$ cat config.mk
export PLATFORM = sky130hd
export DESIGN_NAME = rom_dialect_classifier_unit
export DESIGN_NICKNAME = d
export VERILOG_FILES = /design/src/design/rdc_pkg.sv /design/src/design/rom_dialect_classifier_unit.sv /design/src/design/rdc_decode.sv /design/src/design/rdc_score.sv /design/src/design/rdc_decide.sv
export SDC_FILE = /design/constraint.sdc
export NUM_CORES = 1
export LEC_CHECK = 0
export ABC_AREA = 1
export BUFFER_PORTS_ARGS = -buffer_cell sky130_fd_sc_hd__clkbuf_2
export CORE_MARGIN = 2
export CORE_UTILIZATION = 55
export CTS_CLUSTER_DIAMETER = 50
export CTS_CLUSTER_SIZE = 14
export DETAILED_ROUTE_END_ITERATION = 6
export HOLD_SLACK_MARGIN = 0.06
export MAX_ROUTING_LAYER = met4
export PLACE_DENSITY_LB_ADDON = 0.2
export SKIP_CTS_REPAIR_TIMING = 1
export SYNTH_ARGS = -nofsm -noshare
export SYNTH_HDL_FRONTEND = slang
export SYNTH_SLANG_ARGS = --single-unit
export TNS_END_PERCENT = 50
$ cat constraint.sdc
create_clock -name clk -period 5.3 [get_ports clk]
set_input_delay 0.265 -clock clk [delete_from_list [all_inputs] [get_ports clk]]
set_output_delay 0.265 -clock clk [all_outputs]
set_load 0.03 [all_outputs]
$ cat src/design/rdc_pkg.sv
// ----------------------------------------------------------------------------
// rdc_pkg
// shared types, opcode patterns and decision constants of the rom classifier
// ----------------------------------------------------------------------------
package rdc_pkg;

  localparam int SCORE_WIDTH = 16;

  typedef logic [SCORE_WIDTH-1:0] score_t;
  typedef logic [SCORE_WIDTH:0]   score_sum_t;

  typedef struct packed {
    score_t super_count;
    score_t vip_score;
    score_t chip48_score;
  } scores_t;

  // opcode classification flags
  typedef struct packed {
    logic super_hit;
    logic vip3_hit;
    logic vip2_hit;
    logic chip48_hit;
  } op_class_t;

  typedef enum logic [1:0] {
    DIALECT_BASE   = 2'd0,
    DIALECT_CHIP48 = 2'd1,
    DIALECT_SUPER  = 2'd2
  } dialect_t;

  typedef enum logic [1:0] {
    PROFILE_MODERN   = 2'd0,
    PROFILE_ORIGINAL = 2'd1,
    PROFILE_CHIP48   = 2'd2
  } profile_t;

  typedef struct packed {
    dialect_t   dialect;
    profile_t   profile;
    logic [6:0] confidence;
  } result_t;

  // opcode patterns
  localparam logic [15:0] OP_SUPER_LO   = 16'h00FB;
  localparam logic [15:0] OP_SUPER_HI   = 16'h00FF;
  localparam logic [15:0] MASK_SCROLL   = 16'hFFF0;
  localparam logic [15:0] OP_SCROLL     = 16'h00C0;
  localparam logic [15:0] MASK_DRAW     = 16'hF00F;
  localparam logic [15:0] OP_DRAW16     = 16'hD000;
  localparam logic [15:0] MASK_FX       = 16'hF0FF;
  localparam logic [15:0] OP_FX30       = 16'hF030;
  localparam logic [15:0] OP_FX75       = 16'hF075;
  localparam logic [15:0] OP_FX85       = 16'hF085;
  localparam logic [15:0] OP_CLS        = 16'h00E0;
  localparam logic [15:0] OP_RET        = 16'h00EE;
  localparam logic [3:0]  NIB_SYS       = 4'h0;
  localparam logic [3:0]  NIB_ALU       = 4'h8;
  localparam logic [3:0]  NIB_JUMP_OFS  = 4'hB;
  localparam logic [3:0]  ALU_SHR       = 4'h6;
  localparam logic [3:0]  ALU_SHL       = 4'hE;

  // score increments
  localparam logic [1:0] INC_SUPER  = 2'd1;
  localparam logic [1:0] INC_VIP_SYS = 2'd3;
  localparam logic [1:0] INC_VIP_ALU = 2'd2;
  localparam logic [1:0] INC_CHIP48 = 2'd3;
  localparam int         MARGIN     = 2;

  // confidence bases and caps
  localparam int CONF_SUPER_BASE  = 88;
  localparam int CONF_SUPER_CAP   = 99;
  localparam int CONF_CHIP48_BASE = 62;
  localparam int CONF_CHIP48_CAP  = 90;
  localparam int CONF_VIP_BASE    = 60;
  localparam int CONF_VIP_CAP     = 88;
  localparam int CONF_NEUTRAL     = 55;

  // score beyond which the cap applies
  localparam int SUPER_KNEE  = (CONF_SUPER_CAP - CONF_SUPER_BASE) / 2;
  localparam int CHIP48_KNEE = (CONF_CHIP48_CAP - CONF_CHIP48_BASE) / 4;
  localparam int VIP_KNEE    = (CONF_VIP_CAP - CONF_VIP_BASE) / 4;

  function automatic score_t sat_add(score_t s, logic [1:0] k);
    score_sum_t t;
    t = {1'b0, s} + score_sum_t'(k);
    return t[SCORE_WIDTH] ? '1 : t[SCORE_WIDTH-1:0];
  endfunction

endpackage

$ cat src/design/rom_dialect_classifier_unit.sv
// ----------------------------------------------------------------------------
// rom_dialect_classifier_unit
// Takes one program byte per cycle and reports the detected dialect of an
// image when its last byte is seen. A byte is registered on input, scored in
// the following cycle and, if it is the last one, its result is registered on
// the output. The rate is one byte per cycle while the input is not stalled.
// Only a last byte waits on a result still held at the output; while it waits,
// the input is stalled and no other byte passes.
// ----------------------------------------------------------------------------
module rom_dialect_classifier_unit (
  input  logic       clk,
  input  logic       rst,
  input  logic       in_valid,
  output logic       in_ready,
  input  logic [7:0] rom_byte,
  input  logic       last_byte,
  output logic       out_valid,
  input  logic       out_ready,
  output logic [1:0] dialect,
  output logic [1:0] profile,
  output logic [6:0] confidence
);

  logic             s1_valid;
  logic [7:0]       s1_byte;
  logic             s1_last;
  logic             step;
  rdc_pkg::scores_t scores_next;
  rdc_pkg::result_t result;

  // a last beat may only retire when the output register is free
  assign in_ready = !s1_valid || !s1_last || !out_valid || out_ready;
  assign step     = s1_valid && in_ready;

  always_ff @(posedge clk) begin
    if (rst) begin
      s1_valid <= 1'b0;
    end else if (in_ready) begin
      s1_valid <= in_valid;
    end
  end

  always_ff @(posedge clk) begin
    if (in_ready && in_valid) begin
      s1_byte <= rom_byte;
      s1_last <= last_byte;
    end
  end

  rdc_score u_score (
    .clk         (clk),
    .rst         (rst),
    .step        (step),
    .rom_byte    (s1_byte),
    .last_byte   (s1_last),
    .scores_next (scores_next)
  );

  rdc_decide u_decide (
    .scores (scores_next),
    .result (result)
  );

  always_ff @(posedge clk) begin
    if (rst) begin
      out_valid <= 1'b0;
    end else if (step && s1_last) begin
      out_valid <= 1'b1;
    end else if (out_ready) begin
      out_valid <= 1'b0;
    end
  end

  always_ff @(posedge clk) begin
    if (step && s1_last) begin
      dialect    <= result.dialect;
      profile    <= result.profile;
      confidence <= result.confidence;
    end
  end

endmodule

$ cat src/design/rdc_decode.sv
// ----------------------------------------------------------------------------
// rdc_decode
// classifies one 16-bit opcode into the dialect score categories
// ----------------------------------------------------------------------------
module rdc_decode (
  input  logic [15:0]           opcode,
  output rdc_pkg::op_class_t    op_class
);

  logic [3:0] hi_nib;
  logic [3:0] x_nib;
  logic [3:0] y_nib;
  logic [3:0] z_nib;
  logic       super_hit;

  assign hi_nib = opcode[15:12];
  assign x_nib  = opcode[11:8];
  assign y_nib  = opcode[7:4];
  assign z_nib  = opcode[3:0];

  always_comb begin
    super_hit = (opcode inside {[rdc_pkg::OP_SUPER_LO:rdc_pkg::OP_SUPER_HI]})
             || ((opcode & rdc_pkg::MASK_SCROLL) == rdc_pkg::OP_SCROLL)
             || ((opcode & rdc_pkg::MASK_DRAW) == rdc_pkg::OP_DRAW16)
             || ((opcode & rdc_pkg::MASK_FX) inside
                 {rdc_pkg::OP_FX30, rdc_pkg::OP_FX75, rdc_pkg::OP_FX85});

    op_class.super_hit  = super_hit;
    // machine-code calls count only when not already a super opcode
    op_class.vip3_hit   = !super_hit && (hi_nib == rdc_pkg::NIB_SYS)
                       && !(opcode inside {16'h0000, rdc_pkg::OP_CLS, rdc_pkg::OP_RET});
    op_class.vip2_hit   = (hi_nib == rdc_pkg::NIB_ALU)
                       && (z_nib inside {rdc_pkg::ALU_SHR, rdc_pkg::ALU_SHL})
                       && (x_nib != y_nib);
    op_class.chip48_hit = (hi_nib == rdc_pkg::NIB_JUMP_OFS) && (x_nib != 4'h0);
  end

endmodule

$ cat src/design/rdc_score.sv
// ----------------------------------------------------------------------------
// rdc_score
// byte pairing and saturating score registers for one image
// ----------------------------------------------------------------------------
module rdc_score (
  input  logic              clk,
  input  logic              rst,
  input  logic              step,
  input  logic [7:0]        rom_byte,
  input  logic              last_byte,
  output rdc_pkg::scores_t  scores_next
);

  logic               odd_phase;
  logic [7:0]         held_high_byte;
  rdc_pkg::scores_t   scores;
  rdc_pkg::op_class_t op_class;
  logic [1:0]         vip_inc;

  rdc_decode u_decode (
    .opcode   ({held_high_byte, rom_byte}),
    .op_class (op_class)
  );

  always_comb begin
    vip_inc = 2'd0;
    if (op_class.vip3_hit) begin
      vip_inc = rdc_pkg::INC_VIP_SYS;
    end else if (op_class.vip2_hit) begin
      vip_inc = rdc_pkg::INC_VIP_ALU;
    end

    scores_next = scores;
    // low byte completes an opcode
    if (odd_phase) begin
      if (op_class.super_hit) begin
        scores_next.super_count = rdc_pkg::sat_add(scores.super_count, rdc_pkg::INC_SUPER);
      end
      scores_next.vip_score = rdc_pkg::sat_add(scores.vip_score, vip_inc);
      if (op_class.chip48_hit) begin
        scores_next.chip48_score =
          rdc_pkg::sat_add(scores.chip48_score, rdc_pkg::INC_CHIP48);
      end
    end
  end

  always_ff @(posedge clk) begin
    if (rst) begin
      odd_phase      <= 1'b0;
      held_high_byte <= 8'h00;
      scores         <= '0;
    end else if (step) begin
      if (last_byte) begin
        odd_phase      <= 1'b0;
        held_high_byte <= 8'h00;
        scores         <= '0;
      end else begin
        odd_phase <= !odd_phase;
        if (!odd_phase) begin
          held_high_byte <= rom_byte;
        end
        scores <= scores_next;
      end
    end
  end

endmodule

$ cat src/design/rdc_decide.sv
// ----------------------------------------------------------------------------
// rdc_decide
// turns the final scores into dialect, quirk profile and confidence
// ----------------------------------------------------------------------------
module rdc_decide (
  input  rdc_pkg::scores_t  scores,
  output rdc_pkg::result_t  result
);

  rdc_pkg::score_sum_t sc_ext;
  rdc_pkg::score_sum_t vp_ext;
  rdc_pkg::score_sum_t c4_ext;

  always_comb begin
    sc_ext = {1'b0, scores.super_count};
    vp_ext = {1'b0, scores.vip_score};
    c4_ext = {1'b0, scores.chip48_score};

    if (sc_ext != '0) begin
      result.dialect = rdc_pkg::DIALECT_SUPER;
      result.profile = rdc_pkg::PROFILE_CHIP48;
      if (sc_ext > rdc_pkg::score_sum_t'(rdc_pkg::SUPER_KNEE)) begin
        result.confidence = 7'(rdc_pkg::CONF_SUPER_CAP);
      end else begin
        result.confidence = 7'(rdc_pkg::CONF_SUPER_BASE)
                          + {3'b000, scores.super_count[2:0], 1'b0};
      end
    end else if (c4_ext >= vp_ext + rdc_pkg::score_sum_t'(rdc_pkg::MARGIN)) begin
      result.dialect = rdc_pkg::DIALECT_CHIP48;
      result.profile = rdc_pkg::PROFILE_CHIP48;
      if (c4_ext > rdc_pkg::score_sum_t'(rdc_pkg::CHIP48_KNEE)) begin
        result.confidence = 7'(rdc_pkg::CONF_CHIP48_CAP);
      end else begin
        result.confidence = 7'(rdc_pkg::CONF_CHIP48_BASE)
                          + {2'b00, scores.chip48_score[2:0], 2'b00};
      end
    end else if (vp_ext >= c4_ext + rdc_pkg::score_sum_t'(rdc_pkg::MARGIN)) begin
      result.dialect = rdc_pkg::DIALECT_BASE;
      result.profile = rdc_pkg::PROFILE_ORIGINAL;
      if (vp_ext > rdc_pkg::score_sum_t'(rdc_pkg::VIP_KNEE)) begin
        result.confidence = 7'(rdc_pkg::CONF_VIP_CAP);
      end else begin
        result.confidence = 7'(rdc_pkg::CONF_VIP_BASE)
                          + {2'b00, scores.vip_score[2:0], 2'b00};
      end
    end else begin
      result.dialect    = rdc_pkg::DIALECT_BASE;
      result.profile    = rdc_pkg::PROFILE_MODERN;
      result.confidence = 7'(rdc_pkg::CONF_NEUTRAL);
    end
  end

endmodule

==> flow_summary.toml, run 1 <==
[run_status]
outcome = "completed"

[hold_path]
hold_path_class = "in -> reg"
hold-path-cell-count = 1

[timing]
slew_violations = 0
fin_crit_sh_pct = 95.9
tightest_slew_ps = 1130
period_minus_slack_ps = 5080
setup_viol = 0
finalSetupTns_ps = 0
finalHoldViolations = 0
fin_ws_ps = 217
fmax_ghz = 0.197
slew_headroom_pct = 24.2
clock_skew_ps = 10.8

[global_routing]
antenna_found_initial = 0
overflow = 0
grt_util_all_layers_pct = 27.7
grt_pass1_vias = 6598
grt_pass1_wl_um = 31100
grt_max_degree = 60

[cts]
cts-root-buf = "clkbuf_16"
clk_latency_ps = 350
clk_path_buf_depth = 2
clock-sinks = 79
cts_buffers = 9
cts_max_level = 3
cts_tree = "done"
cts.clk_slew.worst_paths_ps = 60

[synthesis]
synth_top_cell_area_share_pct = 20.5
synthFlopType = "dfxtp_1"
syn_area_um2 = 7120
synth-async-reset-ratio_pct = 0
ys_top_cells_by_area = "nand2_1, dfxtp_1, edfxtp_1"
synth_top_cell_by_area = "nand2_1"
yosysMostFrequentCell = "nand2_1"
synth_seq_cells = 79
ys_types = 53
netlist_instances = 1137
ys_warn_count = 0
synth_edf_count = 20
synth_common_cells = "nand2_1, inv_1, nor2_1"
synth_seq_area_share_pct = 25.0
syn_nets = 1197
synth_area_per_cell_um2 = 6.26

[layout]
fin_util_pct = 63.2
final_area_um2 = 7970
multi_input_area_um2 = 4840
area_growth_pct = 12.0
drive_gt1_share_pct = 13.9
nets = 1236
register_area_um2 = 1780
fillCellCount = 1239
n_antenna_cell = 0
layout.cells.non_filler = 1353

[critical_path]
cp_max_fo = 6
crit_slowest_cell = "fa_2"
crit_family = "simple AND/OR/NAND/NOR gates"
critPathCaptureType = "flip-flop"
worstSetupPathType = "reg -> reg"
worstPathRequired_ps = 5410
cp_common_cell = "nand2_1"
crit_buf_inv = 1
cp.depth = 33
cpPeakStageDelay_ps = 520
worstPathArrival_ps = 5190
r2r_cells = 33
setup.worst_path.start_class = "flip-flop"

[pwr]
p_sw_uw = 376
pwr-share-comb_pct = 11.4
power.density_nw_per_um2 = 174
swShare_pct = 27.2
internal_power_uw = 1010
ir_worst_vdd_uv = 202
seq_power_share_pct = 46.5
power_leakage_uw = 0.00354
p_clk_share_pct = 42.0

[placed_design]
port_buffers = 25
dp_cells = 1312
place_area_um2 = 7390
dpl.hpwl_um = 13400
place_ws_ps = 155
globalplace.congestion = 0.922

[route]
firstDrtPassIters = 5
drc = 0
vias = 7277
routed_wl_um = 18700
initialDrtViolationCount = 500
viasPerCell = 5.38
detail-route-antenna-nets = 0
routedWlPerCell_um = 13.9

[floorplan]
fp.dieW_um = 118
die_height_um = 118
initial_utilization_pct = 56.4
core_area_um2 = 12600
dieArea_um2 = 13900
rows = 41
pin_count = 26

[flow_run]
maxCapViolations = 0
[metal layers]
metal / GRT usage [%] / wire (um) / vias up
li1: - / - / 3748
met1: 36.7 / 8750 / 3327
met2: 44.4 / 8880 / 177
met3: 4.26 / 811 / 25
met4: 7.30 / 300 / 0
met5: - / 0 / -
[layout by cell type (no fill, tap or decap), types with 12 or more instances in the layout]
| cell | count |
|---|---|
| nand2_2 | 15 |
| nand2_1 | 380 |
| nor2_2 | 16 |
| a21oi_1 | 75 |
| nand4_1 | 27 |
| nand3_2 | 12 |
| buf_4 | 31 |
| clkbuf_2 | 25 |
| inv_1 | 118 |
| edfxtp_1 | 20 |
| xor2_1 | 25 |
| nand3_1 | 83 |
| ha_1 | 44 |
| dfxtp_1 | 58 |
| nor3_1 | 14 |
| o21ai_0 | 21 |
| nor2_1 | 108 |
[through the flow]
stage / total power (uW) / hold slack (ps)
2_1_floorplan: 764 / 364
3_3_place_gp: 804 / 441
3_5_place_dp: 805 / 444
4_1_cts: 1380 / 78.7
5_1_grt: 1430 / 83.3
6_report: 1390 / 89.6
[worst paths after layout]
path | start | to | slack, ps
setup / recovery | u_score.held_high_byte[0] | confidence[3] | 220
hold / removal | last_byte | s1_last | 90
setup reg to reg | u_score.held_high_byte[0] | confidence[3] | 220
hold reg to reg | u_score.scores[1] | u_score.scores[1] | 480
[state kept, by name, indices dropped and copies added (netlist names)]
name	flops
s1_byte	8
s1_last	1
u_score.held_high_byte	8
confidence	7
profile	2
u_score.scores	48
u_score.odd_phase	1
s1_valid	1
out_valid	1
dialect	2
[power by group through the flow]
stage / sequential, uW / clock [uW] / combinational, uW
global route: 646 / 609 / 177
floorplan: 663 / 0 / 101
finish: 644 / 582 / 159
global placement: 657 / 0 / 146
detailed placement: 658 / 0 / 147
CTS: 645 / 591 / 148
[worst register-to-register path: cells and delay by family (launching register included)]
| family | cells | cell delay [ps] |
|---|---|---|
| xor+xnor | 1 | 140 |
| buf+inv | 1 | 100 |
| fa+ha+maj | 4 | 1160 |
| simple gates | 24 | 2450 |
| compound gates | 3 | 650 |
| flops | 1 | 330 |
[cell families (layout without fill, tap and decap cells)]
group	count (synthesis)	after routing	synth area share, %
xor gates and xnor gates	36	36	4.43
and+or+nand+nor	691	691	43.9
adders and majority gates	47	47	8.37
AOI/OAI and AO/OA	124	124	9.51
DFF	79	79	25.0
buffers and inverters	160	204	8.79
[layout make-up]
cell class | instances | area share, %
clock buffers | 11 | 3.05
multi-input cells | 898 | 60.7
clock inverters | 5 | 0.314
flip-flops and latches | 79 | 22.4
repair buffers | 56 | 4.49
inverters | 132 | 6.34
well taps | 172 | 2.70
(Power assumes the default switching activity.)
==> run 2, diff against run 1 <==
--- a/config.mk
+++ b/config.mk
@@ -13,7 +13,6 @@
 export CTS_CLUSTER_SIZE = 14
 export DETAILED_ROUTE_END_ITERATION = 6
 export HOLD_SLACK_MARGIN = 0.06
-export MAX_ROUTING_LAYER = met4
 export PLACE_DENSITY_LB_ADDON = 0.2
 export SKIP_CTS_REPAIR_TIMING = 1
 export SYNTH_ARGS = -nofsm -noshare
==> run 2 against run 1 <==
Clock power increased by 1%; cell count is 0.37% higher; sequential share of layout area down 0.15 points; via count grew 0.62%; combinational power rose by 3%.
==> flow_summary.toml, run 2 (synthesized netlist as in run 1, its figures left out) <==
[cts]
cts_buffers = 9
cts_tree = "done"
clk_path_buf_depth = 2
clock-sinks = 79
cts-root-buf = "clkbuf_16"
cts_max_level = 3
clk_latency_ps = 350
cts.clk_slew.worst_paths_ps = 60

[layout]
drive_gt1_share_pct = 14.5
reg_top3 = "u_score.scores (48), s1_byte (8), u_score.held_high_byte (8)"
layout_commonest_cell = "nand2_1"
nets = 1241
n_antenna_cell = 0
area_growth_pct = 12.7
largest_register_ffs = 48
top_register = "u_score.scores"
final_cell_mix = "nand2_1, inv_1, nor2_1"
fin_util_pct = 63.6

[timing]
rsz0062_at_grt = "true"
fin_ws_ps = 217
tightest_slew_ps = 1150
setup_viol = 0
clock_skew_ps = 5.82
fmax_ghz = 0.197
period_minus_slack_ps = 5080
slew_headroom_pct = 23.2
fin_crit_sh_pct = 95.9
finalSetupTns_ps = 0
slew_violations = 0
finalHoldViolations = 0

[global_routing]
grt_pass1_vias = 6355
grt_max_degree = 60
overflow = 0
grt_pass1_wl_um = 30300
grt_util_all_layers_pct = 26.4
antenna_found_initial = 0

[hold_path]
hold_path_class = "in -> reg"

[flow_run]
maxCapViolations = 0

[placed_design]
place_ws_ps = 187
port_buffers = 25
globalplace.congestion = 0.899
dpl.hpwl_um = 13300

[route]
routedWlPerCell_um = 13.8
routed_wl_um = 18700
initialDrtViolationCount = 528
viasPerCell = 5.39
vias = 7322
detail-route-antenna-nets = 0
drc = 0
firstDrtPassIters = 5

[critical_path]
worstPathRequired_ps = 5400
critPathCaptureType = "flip-flop"
worstPathArrival_ps = 5190
cpPeakStageDelay_ps = 430
setup.worst_path.start_class = "flip-flop"
cp_max_fo = 7
worstSetupPathType = "reg -> reg"
cp_common_cell = "nand2_1"
crit_slowest_cell = "edfxtp_1"

[floorplan]
initial_utilization_pct = 56.4
core_area_um2 = 12600
pin_count = 26
dieArea_um2 = 13900
fp.dieW_um = 118
die_height_um = 118
rows = 41

[pwr]
ir_worst_vdd_uv = 204
power.density_nw_per_um2 = 174
power_leakage_uw = 0.00357
p_total_uw = 1400

[run_status]
outcome = "completed"
## run 2: changes by cell type in the layout (fill, tap and decap cells not counted), moves of 2 or more
cell	previous run	this run
nor2_2	16	14
nor2_1	108	110
buf_4	31	35
nand3_2	12	14
clkinv_1	2	0
## run 2: path summary, 6_finish.rpt
kind / slack [ps] / depth (start not counted) / end / startpoint
max: 220 / 38 / confidence[3] / s1_byte[0]
min reg2reg: 480 / 2 / u_score.scores[1] / u_score.scores[1]
max reg2reg: 220 / 38 / confidence[3] / s1_byte[0]
min: 90 / 1 / s1_byte[4] / rom_byte[4]
## run 2: area by class of cell
class / instances / area [um^2]
clock buffers: 11 / 243
fillers: 1223 / 4590
clock inverters: 5 / 33.8
well taps: 172 / 215
flip-flops and latches: 79 / 1780
inverters: 132 / 508
multi-input cells: 898 / 4840
repair buffers: 61 / 399
## run 2: worst max-delay path, delay by kind of cell (launching register included)
kind / cells / cell delay, ps
AO/OA/AOI/OAI: 2 / 310
XOR/XNOR: 1 / 140
adder cells (fa/ha/maj): 4 / 890
buffers and inverters: 4 / 360
flip-flops: 1 / 430
AND/OR/NAND/NOR: 27 / 2710
## run 2: routing by layer
metal,track usage [%],wire (um)
met1,35.8,8600
met2,42.5,8640
met3,5.09,1020
met4,8.36,420
met5,0,0
## run 2: power breakdown
| part | total (uW) | internal [uW] | switching, uW | leakage (uW) |
|---|---|---|---|---|
| clock network | 589 | 329 | 260 | 0.000132 |
| registers | 644 | 634 | 9.78 | 0.000664 |
| logic | 164 | 51.3 | 113 | 0.00278 |
| total | 1400 | 1020 | 383 | 0.00357 |
## run 2: metrics by stage
stage	cells	hold slack (ps)	cell area (um^2)
global route	1358	75.5	8030
finish	1358	88.4	8030
floorplan	1137	364	7120
global placement	1313	442	7400
CTS	1329	81.6	7680
detailed placement	1313	444	7400
==> run 3, diff against run 2 <==
--- a/config.mk
+++ b/config.mk
@@ -12,8 +12,8 @@
 export CTS_CLUSTER_DIAMETER = 50
 export CTS_CLUSTER_SIZE = 14
 export DETAILED_ROUTE_END_ITERATION = 6
-export HOLD_SLACK_MARGIN = 0.06
-export PLACE_DENSITY_LB_ADDON = 0.2
+export HOLD_SLACK_MARGIN = 0.03
+export PLACE_DENSITY = 0.79
 export SKIP_CTS_REPAIR_TIMING = 1
 export SYNTH_ARGS = -nofsm -noshare
 export SYNTH_HDL_FRONTEND = slang
==> run 3 against run 2 <==
Cell area shrank 0.25%; critical endpoint unchanged; via count grew 0.51%; first-iteration DRC count grew 22%; critical path type unchanged.
==> flow_summary.toml, run 3 (synthesized netlist as in run 1, its figures left out) <==
[timing]
rsz0062_at_grt = "true"
slew_violations = 0
fmax_ghz = 0.197
worst_hold_slack_ps = 91.5
clock_skew_ps = 10.5
finalHoldViolations = 0
fin_ws_ps = 217
tightest_slew_ps = 1080
period_minus_slack_ps = 5080
slew_headroom_pct = 27.6
fin_crit_sh_pct = 95.9
setup_viol = 0

[critical_path]
worstPathRequired_ps = 5400
setup.worst_path.start_class = "flip-flop"
worstSetupPathType = "reg -> reg"
cp_max_fo = 6
worstPathArrival_ps = 5180
crit_slowest_cell = "edfxtp_1"
crit_buf_inv = 7
critPathCaptureType = "flip-flop"
cpPeakStageDelay_ps = 460
crit_family = "simple AND/OR/NAND/NOR gates"
cp_common_cell = "nand2_1"

[floorplan]
fp.dieW_um = 118
pin_count = 26
rows = 41
dieArea_um2 = 13900
initial_utilization_pct = 56.4
die_height_um = 118
core_area_um2 = 12600

[hold_path]
hold_path_class = "in -> reg"

[layout]
area_growth_pct = 12.4
drive_gt1_share_pct = 13.9
fillCellCount = 1155
reg_top3 = "u_score.scores (48), s1_byte (8), u_score.held_high_byte (8)"
largest_register_ffs = 48
nets = 1231
top_register = "u_score.scores"
multi_input_area_um2 = 4840
register_area_um2 = 1780
n_antenna_cell = 0
final_cell_mix = "nand2_1, inv_1, nor2_1"
layout_commonest_cell = "nand2_1"
fin_util_pct = 63.4
layout.cells.non_filler = 1348

[route]
routedWlPerCell_um = 13.7
detail-route-antenna-nets = 0
initialDrtViolationCount = 642
firstDrtPassIters = 6
routed_wl_um = 18500
drc = 0
viasPerCell = 5.46
vias = 7359

[global_routing]
grt_pass1_wl_um = 30200
overflow = 0
grt_util_all_layers_pct = 26.1
grt_max_degree = 60
antenna_found_initial = 0
grt_pass1_vias = 6504

[cts]
clk_latency_ps = 350
cts_tree = "done"
cts_max_level = 3
cts_buffers = 9
clock-sinks = 79
cts-root-buf = "clkbuf_16"
cts.clk_slew.worst_paths_ps = 60
clk_path_buf_depth = 2

[pwr]
power.density_nw_per_um2 = 190
power_leakage_uw = 0.00355
p_total_uw = 1520
ir_worst_vdd_uv = 174

[placed_design]
dpl.hpwl_um = 13200
globalplace.congestion = 0.949
dp_cells = 1312
place_ws_ps = 202
port_buffers = 25

[flow_run]
maxCapViolations = 0

[run_status]
outcome = "completed"
-- run 3: cell count changes in the layout (fill, tap and decap cells not counted), moves of 2 or more --
cell | previous run | this run
nand2_2 | 14 | 17
clkinv_2 | 2 | 0
nand2_1 | 380 | 378
buf_4 | 35 | 26
bufinv_16 | 0 | 3
-- run 3: layout make-up --
type	instances	share of cell area, %
clock buffer	10	2.86
sequential	79	22.3
inverter	132	6.28
clock inverter	6	1.38
multi-input combinational	898	60.5
tap	172	2.69
timing repair buffer	51	4.00
-- run 3: power by group --
| part | switching (uW) | total (uW) | internal, uW | leakage (uW) |
|---|---|---|---|---|
| Clock | 259 | 719 | 460 | 0.000160 |
| Sequential | 11.0 | 645 | 634 | 0.000664 |
| Combinational | 108 | 155 | 47.6 | 0.00272 |
-- run 3: through the flow --
stage               cell area (um^2)  TNS, ps
finish                          8010        0
global route                    8010     -180
CTS                             7730        0
detailed placement              7390        0
global placement                7390        0
floorplan                       7120        0
-- run 3: path summary, 6_finish.rpt --
kind / startpoint / end / slack, ps / depth (start not counted)
worst max-delay path: s1_byte[0] / confidence[3] / 220 / 36
worst min-delay path: rom_byte[4] / s1_byte[4] / 90 / 1
worst max register to register: s1_byte[0] / confidence[3] / 220 / 36
worst min register to register: u_score.scores[1] / u_score.scores[1] / 480 / 2
-- run 3: layer usage --
metal	global-route usage (%)	routed length [um]
met1	35.8	8260
met2	42.5	8550
met3	3.83	1240
met4	8.43	412
met5	0	0
